==> src/rtl/core/lkv_pkg.sv <==
`default_nettype none

package lkv_pkg;

    localparam int LKV_ENTRIES = 16;
    localparam int DATA_W      = 32;
    localparam int CAP_W       = 5;
    localparam int APB_AW      = 3;
    localparam int APB_DW      = 32;

    localparam logic [CAP_W-1:0] CAP_RESET = CAP_W'(16);

    // register index within the configuration space
    localparam logic CAP_IDX = 1'b0;

    localparam logic KIND_GET = 1'b0;
    localparam logic KIND_SET = 1'b1;

    localparam logic [DATA_W-1:0] MISS_VALUE = '1;

    // update command broadcast to every entry
    typedef struct packed {
        logic en;
        logic age_all;
        logic wr_data;
    } upd_t;

endpackage

`default_nettype wire

==> src/rtl/core/lru_key_value_cache_core.sv <==
`default_nettype none

// Fully associative key/value cache with least-recently-used replacement.
// Every request (kind 0 get, kind 1 set) gives exactly one result. The block
// takes one request per clock: a request is captured in an input register,
// compared against all entries in parallel in the next cycle, and its result
// is registered at the same edge that updates the entry ages, so the
// following request already sees the updated store. The key compare and
// age update run in parallel across all ENTRIES slots. While a result
// waits for out_ready the input register holds its request and in_ready
// stays low. The store starts empty after reset with no clearing pass.
// The capacity register (byte address 0) limits the entries in use; 0
// acts as 1 and values above ENTRIES act as ENTRIES. Lowering it never
// drops entries, new keys then replace the least recently used one.
module lru_key_value_cache_core
    import lkv_pkg::*;
#(
    parameter int ENTRIES = LKV_ENTRIES
)
(
    input  wire logic              clk,
    input  wire logic              rst_n,
    input  wire logic              in_valid,
    output logic                   in_ready,
    input  wire logic              kind,
    input  wire logic [DATA_W-1:0] key,
    input  wire logic [DATA_W-1:0] value,
    output logic                   out_valid,
    input  wire logic              out_ready,
    output logic                   found,
    output logic      [DATA_W-1:0] read_value,
    output logic                   evicted,
    input  wire logic              psel,
    input  wire logic              penable,
    input  wire logic              pwrite,
    input  wire logic [APB_AW-1:0] paddr,
    input  wire logic [APB_DW-1:0] pwdata,
    output logic      [APB_DW-1:0] prdata,
    output logic                   pready
);

    localparam int AW = (ENTRIES > 1) ? $clog2(ENTRIES) : 1;
    localparam int UW = $clog2(ENTRIES + 1);
    localparam int CW = (UW > CAP_W) ? UW : CAP_W;

    logic [CAP_W-1:0] capacity;

    logic              in_vld_reg;
    logic              kind_reg;
    logic [DATA_W-1:0] key_reg;
    logic [DATA_W-1:0] value_reg;

    logic              out_vld_reg;
    logic              found_reg;
    logic [DATA_W-1:0] read_value_reg;
    logic              evicted_reg;

    logic [UW-1:0] used_reg;
    logic [UW-1:0] used_next;

    logic proc;
    logic hit;
    logic room;
    logic insert;
    logic evict;

    logic [CW-1:0] cap_eff;
    logic [UW-1:0] used_m1;
    logic [AW-1:0] oldest_age;
    logic [AW-1:0] free_idx;
    logic [AW-1:0] hit_age;
    logic [AW-1:0] thr;
    logic [DATA_W-1:0] hit_value;

    logic [ENTRIES-1:0] valid_vec;
    logic [ENTRIES-1:0] match_vec;
    logic [ENTRIES-1:0] victim_vec;
    logic [ENTRIES-1:0] sel_vec;
    logic [AW-1:0]      age_arr [ENTRIES];
    logic [DATA_W-1:0]  value_arr [ENTRIES];

    upd_t upd;

    lkv_cfg u_cfg (
        .clk      (clk),
        .rst_n    (rst_n),
        .psel     (psel),
        .penable  (penable),
        .pwrite   (pwrite),
        .paddr    (paddr),
        .pwdata   (pwdata),
        .prdata   (prdata),
        .pready   (pready),
        .capacity (capacity)
    );

    // handshake
    assign proc     = in_vld_reg && (!out_vld_reg || out_ready);
    assign in_ready = !in_vld_reg || proc;

    always_ff @(posedge clk or negedge rst_n)
    begin
        if (!rst_n)
        begin
            in_vld_reg <= 1'b0;
        end
        else if (in_ready)
        begin
            in_vld_reg <= in_valid;
        end
    end

    always_ff @(posedge clk)
    begin
        if (in_ready && in_valid)
        begin
            kind_reg  <= kind;
            key_reg   <= key;
            value_reg <= value;
        end
    end

    // effective capacity
    always_comb
    begin
        cap_eff = CW'(capacity);
        if (capacity == '0)
        begin
            cap_eff = CW'(1);
        end
        else if (CW'(capacity) > CW'(ENTRIES))
        begin
            cap_eff = CW'(ENTRIES);
        end
    end

    assign room       = CW'(used_reg) < cap_eff;
    assign used_m1    = used_reg - UW'(1);
    assign oldest_age = used_m1[AW-1:0];
    assign free_idx   = used_reg[AW-1:0];

    assign hit    = |match_vec;
    assign insert = (kind_reg == KIND_SET) && !hit && room;
    assign evict  = (kind_reg == KIND_SET) && !hit && !room;

    always_comb
    begin
        hit_age   = '0;
        hit_value = '0;
        for (int i = 0; i < ENTRIES; i++)
        begin
            if (match_vec[i])
            begin
                hit_age   = hit_age | age_arr[i];
                hit_value = hit_value | value_arr[i];
            end
        end
    end

    assign thr = hit ? hit_age : oldest_age;

    assign upd.en      = proc && (hit || (kind_reg == KIND_SET));
    assign upd.age_all = insert;
    assign upd.wr_data = kind_reg == KIND_SET;

    for (genvar g = 0; g < ENTRIES; g++)
    begin : g_entry
        assign victim_vec[g] = valid_vec[g] && (age_arr[g] == oldest_age);
        assign sel_vec[g]    = hit    ? match_vec[g] :
                               insert ? (free_idx == AW'(g)) :
                                        victim_vec[g];

        lkv_entry #(
            .AW (AW)
        ) u_entry (
            .clk      (clk),
            .rst_n    (rst_n),
            .upd      (upd),
            .sel      (sel_vec[g]),
            .thr      (thr),
            .wr_key   (key_reg),
            .wr_value (value_reg),
            .key      (key_reg),
            .valid    (valid_vec[g]),
            .match    (match_vec[g]),
            .age      (age_arr[g]),
            .value    (value_arr[g])
        );
    end

    always_comb
    begin
        used_next = used_reg;
        if (proc && insert)
        begin
            used_next = used_reg + UW'(1);
        end
    end

    always_ff @(posedge clk or negedge rst_n)
    begin
        if (!rst_n)
        begin
            used_reg    <= '0;
            out_vld_reg <= 1'b0;
        end
        else
        begin
            used_reg <= used_next;
            if (proc)
            begin
                out_vld_reg <= 1'b1;
            end
            else if (out_ready)
            begin
                out_vld_reg <= 1'b0;
            end
        end
    end

    always_ff @(posedge clk)
    begin
        if (proc)
        begin
            found_reg   <= hit;
            evicted_reg <= evict;
            if (kind_reg == KIND_SET)
            begin
                read_value_reg <= '0;
            end
            else if (hit)
            begin
                read_value_reg <= hit_value;
            end
            else
            begin
                read_value_reg <= MISS_VALUE;
            end
        end
    end

    assign out_valid  = out_vld_reg;
    assign found      = found_reg;
    assign read_value = read_value_reg;
    assign evicted    = evicted_reg;

`ifndef ASSERT_OFF
    a_used_bound: assert property (@(posedge clk) disable iff (!rst_n)
        CW'(used_reg) <= CW'(ENTRIES))
        else $error("entry count above capacity");

    a_used_matches_valid: assert property (@(posedge clk) disable iff (!rst_n)
        $countones(valid_vec) == int'(used_reg))
        else $error("valid bits disagree with entry count");

    a_single_hit: assert property (@(posedge clk) disable iff (!rst_n)
        $onehot0(match_vec))
        else $error("key present in more than one entry");

    a_single_victim: assert property (@(posedge clk) disable iff (!rst_n)
        (proc && evict) |-> $onehot(victim_vec))
        else $error("no unique eviction victim");

    a_evict_miss: assert property (@(posedge clk) disable iff (!rst_n)
        proc |=> (out_valid && !(evicted && found)))
        else $error("eviction reported together with a hit");
`endif

endmodule

`default_nettype wire

==> src/rtl/core/lkv_cfg.sv <==
`default_nettype none

module lkv_cfg
    import lkv_pkg::*;
(
    input  wire logic              clk,
    input  wire logic              rst_n,
    input  wire logic              psel,
    input  wire logic              penable,
    input  wire logic              pwrite,
    input  wire logic [APB_AW-1:0] paddr,
    input  wire logic [APB_DW-1:0] pwdata,
    output logic      [APB_DW-1:0] prdata,
    output logic                   pready,
    output logic      [CAP_W-1:0]  capacity
);

    logic [CAP_W-1:0] capacity_reg;
    logic [CAP_W-1:0] capacity_next;
    logic             reg_idx;

    assign reg_idx = paddr[2];
    assign pready  = 1'b1;

    always_comb
    begin
        capacity_next = capacity_reg;
        if (psel && penable && pwrite && (reg_idx == CAP_IDX))
        begin
            capacity_next = pwdata[CAP_W-1:0];
        end
    end

    always_ff @(posedge clk or negedge rst_n)
    begin
        if (!rst_n)
        begin
            capacity_reg <= CAP_RESET;
        end
        else
        begin
            capacity_reg <= capacity_next;
        end
    end

    always_comb
    begin
        prdata = '0;
        if (reg_idx == CAP_IDX)
        begin
            prdata = APB_DW'(capacity_reg);
        end
    end

    assign capacity = capacity_reg;

endmodule

`default_nettype wire

==> src/rtl/core/lkv_entry.sv <==
`default_nettype none

module lkv_entry
    import lkv_pkg::*;
#(
    parameter int AW = 4
)
(
    input  wire logic              clk,
    input  wire logic              rst_n,
    input  wire upd_t              upd,
    input  wire logic              sel,
    input  wire logic [AW-1:0]     thr,
    input  wire logic [DATA_W-1:0] wr_key,
    input  wire logic [DATA_W-1:0] wr_value,
    input  wire logic [DATA_W-1:0] key,
    output logic                   valid,
    output logic                   match,
    output logic      [AW-1:0]     age,
    output logic      [DATA_W-1:0] value
);

    logic              valid_reg;
    logic              valid_next;
    logic [AW-1:0]     age_reg;
    logic [AW-1:0]     age_next;
    logic [DATA_W-1:0] key_reg;
    logic [DATA_W-1:0] value_reg;
    logic              load;

    assign load = upd.en && sel && upd.wr_data;

    always_comb
    begin
        valid_next = valid_reg;
        age_next   = age_reg;
        if (upd.en)
        begin
            if (sel)
            begin
                age_next = '0;
                if (upd.wr_data)
                begin
                    valid_next = 1'b1;
                end
            end
            else if (valid_reg && (upd.age_all || (age_reg < thr)))
            begin
                age_next = age_reg + AW'(1);
            end
        end
    end

    always_ff @(posedge clk or negedge rst_n)
    begin
        if (!rst_n)
        begin
            valid_reg <= 1'b0;
            age_reg   <= '0;
        end
        else
        begin
            valid_reg <= valid_next;
            age_reg   <= age_next;
        end
    end

    always_ff @(posedge clk)
    begin
        if (load)
        begin
            key_reg   <= wr_key;
            value_reg <= wr_value;
        end
    end

    assign valid = valid_reg;
    assign match = valid_reg && (key_reg == key);
    assign age   = age_reg;
    assign value = value_reg;

endmodule

`default_nettype wire
==> config.mk <==
export PLATFORM = sky130hd
export DESIGN_NAME = lru_key_value_cache_core
export DESIGN_NICKNAME = d
export VERILOG_FILES = /design/src/rtl/core/lkv_pkg.sv /design/src/rtl/core/lru_key_value_cache_core.sv /design/src/rtl/core/lkv_cfg.sv /design/src/rtl/core/lkv_entry.sv
export SDC_FILE = /design/constraint.sdc
export NUM_CORES = 2
export LEC_CHECK = 0
export BUFFER_PORTS_ARGS = -buffer_cell sky130_fd_sc_hd__buf_2
export CORE_ASPECT_RATIO = 0.9
export CORE_UTILIZATION = 56
export DETAILED_ROUTE_END_ITERATION = 8
export GPL_ROUTABILITY_DRIVEN = 0
export PLACE_DENSITY_LB_ADDON = 0.1
export SKIP_LAST_GASP = 1
export SLEW_MARGIN = 20
export SYNTH_ARGS = -nofsm -noshare
export SYNTH_HDL_FRONTEND = slang
export SYNTH_HIERARCHICAL = 1
export SYNTH_SLANG_ARGS = --single-unit
export TNS_END_PERCENT = 5
==> constraint.sdc <==
create_clock -name clk -period 8.9 [get_ports clk]
set_input_delay 2.67 -clock clk [delete_from_list [all_inputs] [get_ports clk]]
set_output_delay 2.67 -clock clk [all_outputs]
set_load 0.02 [all_outputs]
==> reports/metrics.yaml <==
yosys:
  synthDominantCellAreaShare_pct: 66.3
  synth_cells: 3196
  avgSynthCellArea_um2: 15.9
  ys_warn_count: 6
  yosys-top-cells-area: "edfxtp_1 66%, xnor2_1 5.1%, xor2_1 4.9%"
  synthesis.area_um2: 50900
  ys_types: 75
  synthArstFlopShare_pct: 7.57
  ys_ff_latch: 1215
  synth_top_area_cell: "edfxtp_1"
  ys.flop_type: "edfxtp_1"
  synth_edf_count: 1123
  synth-seq-area-share_pct: 70.8
pwr:
  ir_worst_vdd_mv: 0.173
  seqPwrFrac_pct: 49.7
  p_sw_share_pct: 27.3
  p_comb_share_pct: 15.9
  switching_power_w: 0.00369
  p_leak_nw: 19.5
  p_int_w: 0.00984
  share_clk_of_total_power_pct: 34.4
  power_density_nw_per_um2: 237
clock_tree:
  clock_latency_ns: 0.72
  ctsHoldBuffers: 0
  cts_setup_buffers: 0
  post_cts_resized: 0
  cts_sinks: 1215
  root_buffer: "clkbuf_16"
  cts_tree: "yes"
  clk_pin_slew_ns: 0.06
  clockBufferDepth: 3
  htreeDepth: 3
  cts_buffers: 115
floorplanning:
  core_area_um2: 89700
  initial_utilization_pct: 56.8
  rows: 104
  die_area_um2: 92100
  die_y_um: 288
  dieWidth_um: 320
  io_pins: 176
layout:
  seq_area_um2: 36000
  stdcell_count: 4704
  final_util_pct: 63.6
  mostFrequentLayoutCells: "1123 x edfxtp_1, 295 x xnor2_1, 283 x xor2_1"
  drive_gt1_share_pct: 13.8
  antennaDiodeCount: 0
  syn2layout_area_growth_pct: 12.1
  nFillCells: 6319
  multiInputGateArea_um2: 14400
  nets: 3623
  final_common_cell: "edfxtp_1"
routing:
  drt-vias-per-instance: 6.33
  firstDrtPassIters: 6
  antenna_left: 0
  routedWlPerCell_um: 27.6
  wl_um: 130000
  drt_iter0_drc: 3307
  drc: 0
  vias: 29800
grt:
  grt.met2_usage_pct: 44.7
  grtUsageTotal_pct: 28.1
  grt.busiest_layer: "met2"
  grtUsageMet3_pct: 4.16
  overflow: 0
  grt_pass1_vias: 29900
  grtUsageMet1_pct: 39.9
  grt_pass1_wl_um: 190000
  antenna_found_initial: 2
  grt_max_degree: 57
worst_hold_path:
  holdPathEnd: "used_reg[4]"
  whs_path_depth: 1
  worstHoldStart: "used_reg[4]"
  hold_class: "reg -> reg"
sta:
  relSlewSlack_pct: 20.7
  tightestPinTransition_ns: 1.18
  fmax_mhz: 143
  hold_violations: 0
  period_share_pct: 78.6
  rsz0062_at_grt: "false"
  holdWs_ns: 0.480
  drv_slew: 0
  min_period_ns: 6.99
  setup_slack_ns: 1.91
  fin_skew_ns: 0.0659
  tns_ns: 0
  setup_viol: 0
critical_path:
  r2r_setup_slack_ns: 1.91
  end_kind: "flip-flop"
  rr_worst_depth: 16
  timing.rr.start: "key_reg[19]"
  crit_fanout: 49
  setup.worst_path.start_class: "flip-flop"
  crit_arrival_ns: 7.34
  cp.required_ns: 9.25
  critPathKind: "reg -> reg"
  r2r-end: "g_entry[9].u_entry/key_reg[11]"
placement:
  place_inst: 4492
  pre_cts_ws_ns: 1.91
  port_buffers: 118
  place_hpwl_um: 73000
run_status:
  outcome: "completed"
flow_run:
  maxCapViolCount: 0
==> routing by layer <==
metal | part of all wire, % | wire length (um) | vias to the layer above
met2 | 47 | 61000 | 1426
met4 | 3.1 | 4020 | 0
met5 | 0 | 0 | -
met1 | 42 | 54400 | 15200
li1 | - | - | 12900
met3 | 8.1 | 10500 | 272
==> cell usage after synthesis, drive strengths merged, types with 44 or more instances <==
master,count
edfxtp,1123
xnor2,296
xor2,284
a22oi,190
nand4,112
nand3,94
dfrtp,91
nor4,89
ha,72
nor2,69
inv,68
buf,65
nand2,62
a221oi,49
a22o,49
clkbuf,47
a21oi,44
==> how the worst max path moves through the flow <==
stage / from / end / slack [ns]
3_3_place_gp: key_reg[19] / g_entry[9].u_entry/key_reg[19] / 2.10
5_1_grt: key_reg[19] / g_entry[9].u_entry/key_reg[11] / 1.68
3_5_place_dp: key_reg[19] / g_entry[9].u_entry/key_reg[6] / 1.91
2_1_floorplan: out_ready / g_entry[13].u_entry/key_reg[0] / 0.002
4_1_cts: key_reg[19] / g_entry[12].u_entry/age[0] / 1.88
6_report: key_reg[19] / g_entry[9].u_entry/key_reg[11] / 1.91
==> logic make-up (layout without fill, tap and decap cells) <==
| family | after synthesis | in the layout | share of synthesized area [%] |
|---|---|---|---|
| compound gates | 482 | 482 | 7.63 |
| xor+xnor | 580 | 580 | 10.0 |
| fa+ha+maj | 72 | 72 | 1.77 |
| buf+inv | 180 | 496 | 1.58 |
| flops | 1215 | 1215 | 70.8 |
| mux | 24 | 24 | 0.531 |
| other cells | 2 | 28 | 0.0148 |
| simple gates | 641 | 641 | 7.65 |
==> metrics by stage <==
stage	area (um^2)	power, W
6_report	57100	0.0135
5_1_grt	57100	0.0140
4_1_cts	57000	0.0136
3_5_place_dp	53500	0.00895
3_3_place_gp	53500	0.00881
2_1_floorplan	51000	0.00827
==> power groups by stage <==
stage | clock [W] | combinational, W | sequential (W)
after CTS | 0.00472 | 0.00213 | 0.00671
final | 0.00466 | 0.00215 | 0.00672
after global placement | 0 | 0.00199 | 0.00681
after floorplan | 0 | 0.00150 | 0.00677
after detailed placement | 0 | 0.00211 | 0.00683
after global routing | 0.00494 | 0.00236 | 0.00674
==> layout make-up <==
cell class	count	area share (%)
tap	1166	2.56
clock buffer	152	5.30
timing repair buffer	217	2.37
clock inverter	59	0.949
sequential	1215	63.1
inverter	68	0.447
multi-input combinational	1827	25.2
==> critical path, cell delays in order, from the launching register on <==
cell and delay, ns:
edfxtp_1 0.63, buf_4 0.43, xnor2_1 0.16, nand4_1 0.12, nor4_1 0.96, nand4_1 0.30
nor4_4 0.46, nor4_1 0.13, and4_1 0.22, buf_4 0.28, inv_2 0.18, a211oi_4 0.04
buf_4 0.33, or4_1 0.59, nand2_1 0.28, and3_4 0.85, buf_4 0.53
(Power assumes the default switching activity.)
